===== src/hdl/srs_pkg.sv =====
// Shared types, codes and reset constants of the stepper ramp sequencer.
package srs_pkg;

   typedef enum logic [1:0] {
      CMD_TICK   = 2'd0,
      CMD_MOVE   = 2'd1,
      CMD_ROTATE = 2'd2,
      CMD_INIT   = 2'd3
   } cmd_type;

   typedef enum logic [2:0] {
      REG_START_DELAY   = 3'd0,
      REG_QUARTER_STEPS = 3'd1,
      REG_RAMP_STEPS    = 3'd2,
      REG_RAMP_DELTA    = 3'd3,
      REG_MIN_DELAY     = 3'd4,
      REG_MAX_DELAY     = 3'd5
   } reg_index_type;

   localparam int CSR_INDEX_BITS = 3;
   localparam int CSR_DATA_BITS  = 11;

   // Coil drive patterns for phases 1 to 4.
   localparam logic [5:0] COIL_PHASE1 = 6'b000011;
   localparam logic [5:0] COIL_PHASE2 = 6'b011000;
   localparam logic [5:0] COIL_PHASE3 = 6'b000101;
   localparam logic [5:0] COIL_PHASE4 = 6'b101000;

   localparam logic [2:0] PHASE_FIRST = 3'd1;
   localparam logic [2:0] PHASE_LAST  = 3'd4;
   localparam logic [2:0] POS_FIRST   = 3'd1;
   localparam logic [2:0] POS_LAST    = 3'd4;

   localparam logic [7:0]  START_DELAY_RST   = 8'd20;
   localparam logic [10:0] QUARTER_STEPS_RST = 11'd50;
   localparam logic [7:0]  RAMP_STEPS_RST    = 8'd5;
   localparam logic [7:0]  RAMP_DELTA_RST    = 8'd2;
   localparam logic [7:0]  MIN_DELAY_RST     = 8'd10;
   localparam logic [7:0]  MAX_DELAY_RST     = 8'd20;

   typedef struct packed {
      logic [5:0] coil_pattern;
      logic       busy_res;
      logic       move_done;
      logic       rejected;
      logic [2:0] tray_position;
   } rsp_type;

endpackage


===== src/hdl/stepper_ramp_sequencer_unit.sv =====
// Four-phase stepper sequencer with ramped step delay: top level.
// An accepted item's result goes into the output register, or into the skid entry.
// Throughput: one item per cycle while req_ready is up; all the per-item work is one
// pass of compares and adds between the state registers and the output register.
// A two-entry output (register plus skid) keeps req_ready up for one stalled result.
// Reset (synchronous, active high): registers to defaults, phase 1, position 1, idle.
module stepper_ramp_sequencer_unit
   import srs_pkg::*;
#(
   parameter int STEP_BITS  = 12,
   parameter int DELAY_BITS = 8
) (
   input  logic                      clock,
   input  logic                      reset,
   // configuration write channel
   input  logic                      csr_valid,
   output logic                      csr_ready,
   input  logic [CSR_INDEX_BITS-1:0] csr_index,
   input  logic [CSR_DATA_BITS-1:0]  csr_data,
   // item input channel
   input  logic                      req_valid,
   output logic                      req_ready,
   input  logic [1:0]                req_command,
   input  logic [2:0]                req_target_position,
   input  logic [11:0]               req_step_count,
   input  logic                      req_direction,
   // result channel
   output logic                      rsp_valid,
   input  logic                      rsp_ready,
   output logic [5:0]                rsp_coil_pattern,
   output logic                      rsp_busy_res,
   output logic                      rsp_move_done,
   output logic                      rsp_rejected,
   output logic [2:0]                rsp_tray_position
);

   // Compare widths: delays against the 8-bit registers, counts against 12-bit inputs.
   localparam int CW = (DELAY_BITS > 8) ? DELAY_BITS : 8;
   localparam int QW = (STEP_BITS > 12) ? STEP_BITS : 12;
   localparam logic [CW-1:0] DelayMaxExt = CW'({DELAY_BITS{1'b1}});
   localparam logic [QW-1:0] StepMaskExt = QW'({STEP_BITS{1'b1}});

   // ---------------------------------------------------------------
   // Configuration registers
   // ---------------------------------------------------------------
   logic [7:0]  start_delay_ff, ramp_steps_ff, ramp_delta_ff, min_delay_ff, max_delay_ff;
   logic [10:0] quarter_steps_ff;

   assign csr_ready = 1'b1;

   always_ff @(posedge clock) begin
      if (reset) begin
         start_delay_ff   <= START_DELAY_RST;
         quarter_steps_ff <= QUARTER_STEPS_RST;
         ramp_steps_ff    <= RAMP_STEPS_RST;
         ramp_delta_ff    <= RAMP_DELTA_RST;
         min_delay_ff     <= MIN_DELAY_RST;
         max_delay_ff     <= MAX_DELAY_RST;
      end else if (csr_valid && csr_ready) begin
         case (reg_index_type'(csr_index))
            REG_START_DELAY:   start_delay_ff   <= csr_data[7:0];
            REG_QUARTER_STEPS: quarter_steps_ff <= csr_data;
            REG_RAMP_STEPS:    ramp_steps_ff    <= csr_data[7:0];
            REG_RAMP_DELTA:    ramp_delta_ff    <= csr_data[7:0];
            REG_MIN_DELAY:     min_delay_ff     <= csr_data[7:0];
            REG_MAX_DELAY:     max_delay_ff     <= csr_data[7:0];
            default: ;  // unused index: drop the write
         endcase
      end
   end

   // ---------------------------------------------------------------
   // Motion state
   // ---------------------------------------------------------------
   logic [2:0]            phase_ff, phase_in;
   logic [2:0]            position_ff, position_in;
   logic [STEP_BITS-1:0]  steps_total_ff, steps_total_in;
   logic [STEP_BITS-1:0]  step_index_ff, step_index_in;
   logic [DELAY_BITS-1:0] cur_delay_ff, cur_delay_in;
   logic [DELAY_BITS-1:0] wait_left_ff, wait_left_in;
   logic                  move_dir_ff, move_dir_in;
   logic                  moving_ff, moving_in;

   // Output register and skid stage
   logic    rsp_valid_ff, skid_valid_ff;
   rsp_type rsp_ff, skid_ff, result;

   logic req_accept;
   assign req_ready  = !skid_valid_ff;
   assign req_accept = req_valid && req_ready;

   function automatic logic [2:0] next_phase(input logic [2:0] ph, input logic dir);
      logic [2:0] res;
      if (!dir) begin
         res = (ph >= PHASE_LAST) ? PHASE_FIRST : ph + 3'd1;
      end else begin
         res = (ph <= PHASE_FIRST) ? PHASE_LAST : ph - 3'd1;
      end
      return res;
   endfunction

   function automatic logic [DELAY_BITS-1:0] eff_delay(input logic [DELAY_BITS-1:0] d);
      return (d == '0) ? DELAY_BITS'(1) : d;
   endfunction

   // Start delay saturated to the delay counter's range.
   logic [CW-1:0]         start_ext;
   logic [DELAY_BITS-1:0] start_sat;
   assign start_ext = CW'(start_delay_ff);
   assign start_sat = (start_ext > DelayMaxExt) ? {DELAY_BITS{1'b1}}
                                                : start_ext[DELAY_BITS-1:0];

   // Step counts masked to STEP_BITS; the half turn saturates.
   logic [QW-1:0]        quarter_w, half_w, half_sat, rotate_w;
   logic [STEP_BITS-1:0] quarter_cnt, half_cnt, rotate_cnt;
   assign quarter_w   = QW'(quarter_steps_ff);
   assign half_w      = QW'({quarter_steps_ff, 1'b0});
   assign half_sat    = (half_w > StepMaskExt) ? StepMaskExt : half_w;
   assign rotate_w    = QW'(req_step_count);
   assign quarter_cnt = quarter_w[STEP_BITS-1:0];
   assign half_cnt    = half_sat[STEP_BITS-1:0];
   assign rotate_cnt  = rotate_w[STEP_BITS-1:0];

   // Ramp: accelerate in the first ramp_steps steps, then decelerate in the last ones.
   logic [CW-1:0]        cur_ext, delta_ext, after_dec, after_inc;
   logic [CW:0]          inc_sum;
   logic [STEP_BITS-1:0] ramp_ext, remain;
   logic                 dec_en, inc_en;
   logic [DELAY_BITS-1:0] ramped;

   assign cur_ext   = CW'(cur_delay_ff);
   assign delta_ext = CW'(ramp_delta_ff);
   assign ramp_ext  = STEP_BITS'(ramp_steps_ff);
   assign dec_en    = (step_index_ff < ramp_ext) && (cur_ext >= CW'(min_delay_ff));
   assign after_dec = !dec_en ? cur_ext
                    : (cur_ext >= delta_ext) ? cur_ext - delta_ext : '0;
   assign remain    = steps_total_ff - step_index_ff;
   assign inc_en    = (remain <= ramp_ext) && (after_dec <= CW'(max_delay_ff));
   assign inc_sum   = {1'b0, after_dec} + {1'b0, delta_ext};
   assign after_inc = (inc_sum > {1'b0, DelayMaxExt}) ? DelayMaxExt : inc_sum[CW-1:0];
   assign ramped    = inc_en ? after_inc[DELAY_BITS-1:0] : after_dec[DELAY_BITS-1:0];

   // Next state and result for the item at the input.
   cmd_type              cmd;
   logic [1:0]           fwd;
   logic                 start_req, start_dir;
   logic [STEP_BITS-1:0] start_cnt;
   logic [DELAY_BITS-1:0] wait_dec;
   logic [STEP_BITS-1:0] idx_inc;
   logic                 done, rej;
   logic [5:0]           coil;

   assign cmd = cmd_type'(req_command);
   // Quarter turns forward from the stored position, modulo four.
   assign fwd = req_target_position[1:0] - position_ff[1:0];

   always_comb begin
      phase_in       = phase_ff;
      position_in    = position_ff;
      steps_total_in = steps_total_ff;
      step_index_in  = step_index_ff;
      cur_delay_in   = cur_delay_ff;
      wait_left_in   = wait_left_ff;
      move_dir_in    = move_dir_ff;
      moving_in      = moving_ff;
      start_req      = 1'b0;
      start_cnt      = rotate_cnt;
      start_dir      = req_direction;
      done           = 1'b0;
      rej            = 1'b0;
      wait_dec       = (wait_left_ff != '0) ? wait_left_ff - DELAY_BITS'(1) : '0;
      idx_inc        = step_index_ff + STEP_BITS'(1);

      if (moving_ff) begin
         // Any command while busy is dropped but still counts as a tick.
         rej          = (cmd != CMD_TICK);
         wait_left_in = wait_dec;
         if (wait_dec == '0) begin
            cur_delay_in  = ramped;
            step_index_in = idx_inc;
            if (idx_inc >= steps_total_ff) begin
               moving_in = 1'b0;
               done      = 1'b1;
            end else begin
               phase_in     = next_phase(phase_ff, move_dir_ff);
               wait_left_in = eff_delay(ramped);
            end
         end
      end else begin
         unique case (cmd)
            CMD_INIT: begin
               phase_in    = PHASE_FIRST;
               position_in = POS_FIRST;
            end
            CMD_ROTATE: begin
               start_req = 1'b1;
            end
            CMD_MOVE: begin
               if (req_target_position >= POS_FIRST && req_target_position <= POS_LAST) begin
                  position_in = req_target_position;
                  unique case (fwd)
                     2'd1: begin
                        start_req = 1'b1;
                        start_cnt = quarter_cnt;
                        start_dir = 1'b0;
                     end
                     2'd3: begin
                        start_req = 1'b1;
                        start_cnt = quarter_cnt;
                        start_dir = 1'b1;
                     end
                     2'd2: begin
                        start_req = 1'b1;
                        start_cnt = half_cnt;
                        start_dir = 1'b0;
                     end
                     default: ;  // already there: no motion
                  endcase
               end
            end
            CMD_TICK: ;
         endcase

         // Start a move: take the first step on this same item.
         if (start_req && start_cnt != '0) begin
            steps_total_in = start_cnt;
            move_dir_in    = start_dir;
            step_index_in  = '0;
            cur_delay_in   = start_sat;
            moving_in      = 1'b1;
            phase_in       = next_phase(phase_ff, start_dir);
            wait_left_in   = eff_delay(start_sat);
         end
      end

      unique case (phase_in)
         3'd2:    coil = COIL_PHASE2;
         3'd3:    coil = COIL_PHASE3;
         3'd4:    coil = COIL_PHASE4;
         default: coil = COIL_PHASE1;
      endcase

      result.coil_pattern  = coil;
      result.busy_res      = moving_in;
      result.move_done     = done;
      result.rejected      = rej;
      result.tray_position = position_in;
   end

   always_ff @(posedge clock) begin
      if (reset) begin
         phase_ff       <= PHASE_FIRST;
         position_ff    <= POS_FIRST;
         steps_total_ff <= '0;
         step_index_ff  <= '0;
         cur_delay_ff   <= start_sat;
         wait_left_ff   <= '0;
         move_dir_ff    <= 1'b0;
         moving_ff      <= 1'b0;
      end else if (req_accept) begin
         phase_ff       <= phase_in;
         position_ff    <= position_in;
         steps_total_ff <= steps_total_in;
         step_index_ff  <= step_index_in;
         cur_delay_ff   <= cur_delay_in;
         wait_left_ff   <= wait_left_in;
         move_dir_ff    <= move_dir_in;
         moving_ff      <= moving_in;
      end
   end

   // Output register with one skid entry: park a new result while the old one stalls.
   always_ff @(posedge clock) begin
      if (reset) begin
         rsp_valid_ff  <= 1'b0;
         skid_valid_ff <= 1'b0;
      end else if (rsp_valid_ff && !rsp_ready) begin
         if (req_accept) begin
            skid_valid_ff <= 1'b1;
         end
      end else if (skid_valid_ff) begin
         rsp_valid_ff  <= 1'b1;
         skid_valid_ff <= 1'b0;
      end else begin
         rsp_valid_ff <= req_accept;
      end
   end

   always_ff @(posedge clock) begin
      if (rsp_valid_ff && !rsp_ready) begin
         if (req_accept) begin
            skid_ff <= result;
         end
      end else if (skid_valid_ff) begin
         rsp_ff <= skid_ff;
      end else if (req_accept) begin
         rsp_ff <= result;
      end
   end

   assign rsp_valid         = rsp_valid_ff;
   assign rsp_coil_pattern  = rsp_ff.coil_pattern;
   assign rsp_busy_res      = rsp_ff.busy_res;
   assign rsp_move_done     = rsp_ff.move_done;
   assign rsp_rejected      = rsp_ff.rejected;
   assign rsp_tray_position = rsp_ff.tray_position;

`ifndef NO_ASSERTIONS
   // A parked result always has an older result ahead of it.
   a_skid_behind_out: assert property (@(posedge clock) disable iff (reset)
      skid_valid_ff |-> rsp_valid_ff)
      else $error("skid entry valid with empty output register");

   // A running move always has a pending wait.
   a_wait_while_moving: assert property (@(posedge clock) disable iff (reset)
      moving_ff |-> (wait_left_ff != '0))
      else $error("moving with no wait pending");

   // A running move has steps left.
   a_index_in_range: assert property (@(posedge clock) disable iff (reset)
      moving_ff |-> (step_index_ff < steps_total_ff))
      else $error("step index past total while moving");

   // A finishing item reports the block idle.
   a_done_not_busy: assert property (@(posedge clock) disable iff (reset)
      (rsp_valid_ff && rsp_ff.move_done) |-> !rsp_ff.busy_res)
      else $error("move_done reported with busy set");

   // The phase stays within 1 to 4.
   a_phase_range: assert property (@(posedge clock) disable iff (reset)
      (phase_ff >= PHASE_FIRST) && (phase_ff <= PHASE_LAST))
      else $error("phase out of range");
`endif

endmodule

===== config.mk =====
export PLATFORM = sky130hd
export DESIGN_NAME = stepper_ramp_sequencer_unit
export DESIGN_NICKNAME = d
export VERILOG_FILES = /design/src/hdl/srs_pkg.sv /design/src/hdl/stepper_ramp_sequencer_unit.sv
export SDC_FILE = /design/constraint.sdc
export NUM_CORES = 1
export LEC_CHECK = 0
export BUFFER_PORTS_ARGS = -buffer_cell sky130_fd_sc_hd__buf_4
export CAP_MARGIN = 40
export CORE_MARGIN = 2
export CORE_UTILIZATION = 55
export DETAILED_ROUTE_END_ITERATION = 6
export PLACE_DENSITY = 0.78
export SYNTH_ARGS = -nofsm -noshare
export SYNTH_HDL_FRONTEND = slang
export SYNTH_SLANG_ARGS = --single-unit

===== constraint.sdc =====
create_clock -name clock -period 5.3 [get_ports clock]
set_clock_uncertainty 0.1 [all_clocks]
set_input_delay 1.06 -clock clock [delete_from_list [all_inputs] [get_ports clock]]
set_output_delay 1.06 -clock clock [all_outputs]
set_load 0.05 [all_outputs]

==> flow_metrics.tcl, run 1 <==
set metrics [dict create \
    async_flop_share_pct 0 \
    hold_viol_final 0 \
    critical_path_class "reg -> reg" \
    ys_seq_area_share_pct 33.5 \
    cts-root-buf "clkbuf_16" \
    insertion_delay_ps 430 \
    vdd_drop_max_mv 0.227 \
    coreArea_um2 15100 \
    antenna_cells 0 \
    rows 45 \
    dieHeight_um 128 \
    postCtsResizedCells 0 \
    post_cts.repair.setup_buffers 0 \
    cp-start-kind "register" \
    cts.clk_slew.worst_paths_ps 60 \
    synth_area_um2 8440 \
    report.final.slew_viol_count 0 \
    drtIter0Drc 843 \
    slew_headroom_pct 36.0 \
    syn_nets 1160 \
    netlist_top_cells_area "dfxtp_1 22%, ha_1 12%, edfxtp_1 11%" \
    clock_sinks 125 \
    ios 52 \
    fin_util_pct 63.5 \
    die_x_um 128 \
    grt_max_degree 73 \
    ant_nets 0 \
    fin_tns_setup_ps 0 \
    layout.cells.non_filler 1286 \
    path_max_fanout 11 \
    via_count 7697 \
    grt_pass1_vias 7154 \
    status "finished clean" \
    post_dp_cell_area_um2 9020 \
    synth_flop_cell "dfxtp_1" \
    ys_types 71 \
    regArea_um2 2820 \
    endpoint_kind "register" \
    yosysTopAreaCellShare_pct 22.1 \
    required_ps 5360 \
    dpl.cell_count 1254 \
    area_delta_synth_final_pct 13.6 \
    arrival_ps 4950 \
    ys.warnings.count 0 \
    post_drt_wl_per_cell_um 16.8 \
    fmax_ghz 0.204 \
    multi_input_area_um2 5170 \
    fin_crit_sh_pct 92.4 \
    cts-hold-fix-buffers 0 \
    routed_wl_um 21600 \
    routabilityCongestion 0.914 \
    dr.pass1.iters 5 \
    ys_top_cells_by_count "142 x nand2_1, 111 x nor2_1, 93 x dfxtp_1, 81 x ha_1, 79 x a21oi_1" \
    grt_pass1_wl_um 35100 \
    tightest_slew_ps 956 \
    antenna_found_initial 0 \
    dieArea_um2 16300 \
    fillCellCount 1311 \
    numCtsBuffers 17 \
    power.density_nw_per_um2 305 \
    rsz0062_at_grt "no" \
    vias_per_cell 5.99 \
    drc_errors 0 \
    postLayoutCellArea_um2 9590 \
    synth_seq_cells 125 \
    hold_class "reg -> reg" \
    grt.overflow.total 0 \
    clk_path_buf_depth 2 \
    initial_utilization_pct 55.9 \
    report.final.setup_viol 0 \
    synthCells 1039 \
    syn_area_per_cell_um2 8.12 \
    fin_crit_ps 4900 \
    portBuffers 50 \
    grt_usage_pct 27.0 \
    yosysTopAreaCell "dfxtp_1" \
    total_leakage_power_uw 0.00390 \
    cts_tree "done" \
    yosysMostFrequentCell "nand2_1" \
    drive_gt1_share_pct 10.5 \
    synth-edff-count 32 \
    htree_levels 4 \
    final_nets 1206 \
    dp_hpwl_um 15900 \
    timing.max_cap.violations 0 \
]
-- cells by family (layout without fill, tap and decap cells) --
group                      after synthesis  in the layout  synth area share [%]
AOI/OAI and AO/OA                      261            261                  20.4
xor gates and xnor gates                34             34                  3.53
adders and majority gates               84             84                  12.7
buffers and inverters                  115            174                  5.32
DFF                                    125            125                  33.5
muxes                                   29             29                  3.54
other                                    1              1                0.0444
and+or+nand+nor                        390            390                  20.9
-- placed cells by master, fill, tap and decap left out, drive strengths merged, types with 12 or more instances in the layout --
cell type	n
nand2	142
nor2	111
dfxtp	93
inv	83
ha	81
a21oi	79
buf	63
o21ai	51
edfxtp	32
nand3	27
nor3	25
mux2i	22
xnor2	21
clkbuf	19
o211ai	15
and3	14
xor2	13
nor2b	12
nand4	12
o21a	12
-- final timing paths --
kind	start	endpoint	slack, ps	cells past startpoint
setup / recovery	cur_delay_ff[0]	cur_delay_ff[1]	400	20
hold / removal	min_delay_ff[4]	min_delay_ff[4]	360	2
setup reg to reg	cur_delay_ff[0]	cur_delay_ff[1]	400	20
hold reg to reg	min_delay_ff[4]	min_delay_ff[4]	360	2
-- stage by stage --
stage	total power, uW	setup slack, ps	hold WS, ps
2_1_floorplan	1610	450	336
3_3_place_gp	1810	561	343
3_5_place_dp	1820	421	348
4_1_cts	2920	406	357
5_1_grt	3060	43.0	379
6_report	2920	402	358
-- metal layers --
| metal | part of all wire, % | track usage (%) | wire length (um) |
|---|---|---|---|
| met5 | 0 | 0 | 0 |
| met2 | 46 | 43.9 | 9930 |
| met4 | 1.9 | 7.56 | 419 |
| met1 | 45 | 35.8 | 9730 |
| met3 | 7.0 | 6.64 | 1520 |
-- worst max-delay path: stages, from the launching register on --
cell and delay [ps]:
edfxtp_1 400, inv_1 100, ha_1 180, inv_1 60, fa_1 390, a21o_1 180
a21oi_1 210, o21ai_0 190, o211ai_1 220, a21oi_2 150, a22o_1 260, ha_1 300
nor2b_1 140, o21a_1 160, o21a_1 160, o21bai_1 110, a21oi_1 80, nor4_1 290
and3_1 520, mux2i_1 320, o21ai_0 100
-- power by group --
| part | switching [uW] | total (uW) | internal [uW] |
|---|---|---|---|
| combinational | 463 | 756 | 293 |
| clock | 458 | 1100 | 646 |
| sequential | 38.0 | 1060 | 1030 |
-- sequential cells by signal, indices dropped and copies added, names as in the netlist --
name               flops
start_delay_ff         8
skid_ff               12
max_delay_ff           8
step_index_ff         12
cur_delay_ff           8
steps_total_ff        12
moving_ff              1
move_dir_ff            1
ramp_steps_ff          8
rsp_coil_pattern       6
rsp_busy_res           1
skid_valid_ff          1
min_delay_ff           8
position_ff            3
wait_left_ff           8
rsp_move_done          1
rsp_tray_position      3
rsp_rejected           1
delta_ext              8
phase_ff               3
quarter_steps_ff      11
rsp_valid              1
-- area by class of cell --
type | instances | area share [%]
multi-input cells | 799 | 54.0
repair buffers | 63 | 5.12
well taps | 188 | 2.45
clock buffers | 19 | 4.84
clock inverters | 13 | 1.08
inverters | 79 | 3.09
flip-flops and latches | 125 | 29.4
No activity file was read; power rests on OpenSTA's default activity.
==> run 2, diff against run 1 <==
Settings changed: CORE_MARGIN 2 to 4, CORE_UTILIZATION 55 to 45, PLACE_DENSITY 0.78 to 0.67.
==> run 2 against run 1 <==
Die area increased by 28%. Worst setup slack got worse by 10 ps. Non-clock buffer count unchanged. Via count decreased by 1.4%. Fmax decreased by 0.21%. Routed wire length increased by 2.4%. Register-to-register slack about the same. Critical path depth increased by 3. Final cell count increased by 3.2%. Utilization decreased by 11 points. Critical endpoint is now wait_left_ff[0]. Largest power group unchanged.
==> flow_metrics.tcl, run 2 (synthesized netlist as in run 1, its figures left out) <==
set metrics [dict create \
    pre_cts_slack_ps 485 \
    layout_common_cells "142 x nand2_1, 111 x nor2_1, 93 x dfxtp_1, 81 x ha_1, 79 x a21oi_1" \
    cts-root-buf "clkbuf_16" \
    postCtsResizedCells 0 \
    grt_max_degree 73 \
    drive_gt1_share_pct 10.2 \
    rsz0062_at_grt "no" \
    report.final.slew_viol_count 0 \
    dr.pass1.iters 5 \
    use_met1_pct 29.1 \
    grt_pass1_wl_um 36100 \
    die_x_um 145 \
    cp-start-kind "register" \
    dieHeight_um 145 \
    grt_use_met2_pct 32.6 \
    grt.met3_usage_pct 3.93 \
    dp_hpwl_um 16400 \
    endpoint_kind "register" \
    fin_ws_ps 391 \
    grt_usage_pct 20.8 \
    final_nets 1206 \
    fin_crit_ps 4910 \
    p_seq_share_pct 36.0 \
    via_count 7588 \
    cts-hold-fix-buffers 0 \
    report.final.setup_viol 0 \
    critical_path_class "reg -> reg" \
    htree_levels 4 \
    dpl.cell_count 1294 \
    post_drt_wl_per_cell_um 16.7 \
    vdd_drop_max_mv 0.268 \
    dieArea_um2 21000 \
    final_common_cell "nand2_1" \
    area_delta_synth_final_pct 14.2 \
    fillCellCount 1702 \
    cts_tree "done" \
    regArea_um2 2820 \
    antenna_cells 0 \
    arrival_ps 5150 \
    path_max_fanout 9 \
    power.density_nw_per_um2 306 \
    layout.cells.non_filler 1327 \
    tightest_slew_ps 831 \
    grt_pass1_vias 6936 \
    vias_per_cell 5.72 \
    reg.largest.list "skid_ff x12, step_index_ff x12, steps_total_ff x12" \
    slew_headroom_pct 44.2 \
    ios 52 \
    p_clk_share_pct 38.5 \
    netSwitchingPower_uw 979 \
    portBuffers 50 \
    clk_path_buf_depth 2 \
    status "finished clean" \
    ant_nets 0 \
    required_ps 5550 \
    clock_sinks 125 \
    numCtsBuffers 17 \
    rows 49 \
    multi_input_area_um2 5170 \
    grt.overflow.total 0 \
    drtIter0Drc 621 \
    drc_errors 0 \
    gr-max-usage-layer "met2" \
    fmax_ghz 0.204 \
    antenna_found_initial 0 \
    coreArea_um2 18200 \
    insertion_delay_ps 430 \
    initial_utilization_pct 46.3 \
    routabilityCongestion 0.912 \
    routed_wl_um 22100 \
    switching_share_pct 33.2 \
    p_int_uw 1970 \
    fin_tns_setup_ps 0 \
    pwr-share-comb_pct 25.5 \
    hold_class "reg -> reg" \
    hold_viol_final 0 \
    total_leakage_power_uw 0.00388 \
    cts.clk_slew.worst_paths_ps 60 \
    fin_crit_sh_pct 92.6 \
    timing.max_cap.violations 0 \
    post_cts.repair.setup_buffers 0 \
]
==> run 2: cell types whose count changed in the layout (fill, tap and decap cells not counted) <==
cell        previous run  this run
a21oi_2                1         0
inv_4                  1         0
clkbuf_1               0         2
clkbuf_8               1         0
clkinv_4               6         2
clkbuf_16             18        17
inv_8                  0         1
a21oi_1               78        79
inv_6                  4         5
clkinvlp_4             0         4
clkinv_2               2         0
bufinv_16              0         1
==> run 2: layer usage <==
layer / vias up / share of wire [%]
li1: 3817 / -
met1: 3527 / 47
met2: 209 / 45
met3: 35 / 5.3
met4: 0 / 2.0
met5: - / 0
==> run 2: worst paths after layout <==
kind	startpoint	to	slack, ps	cells after the start
min	min_delay_ff[2]	min_delay_ff[2]	370	2
max reg2reg	cur_delay_ff[0]	wait_left_ff[0]	390	23
min reg2reg	min_delay_ff[2]	min_delay_ff[2]	370	2
max	cur_delay_ff[0]	wait_left_ff[0]	390	23
==> run 2: per-stage QoR <==
stage                     power [uW]  hold WS [ps]  utilization (%)  cell area, um2
after CTS                       2960           360             52.9            9630
final                           2950           369             52.9            9630
after detailed placement        1820           351             49.8            9060
after floorplan                 1610           336                -            8440
after global placement          1810           344             49.5            9000
after global routing            3100           389             52.9            9630
==> run 2: power by group through the flow <==
stage	sequential, uW	clock [uW]	combinational (uW)
floorplan	1100	0	508
global placement	1080	0	730
detailed placement	1080	0	742
CTS	1060	1150	748
global route	1070	1190	837
finish	1060	1140	753
==> run 2: area by class of cell <==
class                   instances  share of cell area, %
clock buffers                  19                   4.49
clock inverters                13                   1.38
flip-flops and latches        125                   29.3
repair buffers                 63                   5.09
inverters                      79                   3.08
multi-input cells             799                   53.7
well taps                     229                   2.97
==> run 2: worst max-delay path: stages (launching register included) <==
cell and delay, ps:
edfxtp_1 360, inv_1 70, ha_1 210, inv_1 70
fa_1 200, a21o_1 120, a21oi_1 80, o21ai_0 280
o211ai_1 120, a21oi_1 530, a22oi_1 220, inv_1 100
ha_1 160, inv_1 50, fa_1 380, nand3b_1 180
a21boi_0 250, o31a_1 170, a21oi_1 50, nor4_1 290
a311oi_1 120, and4_1 210, a2111o_1 380, o211ai_1 90
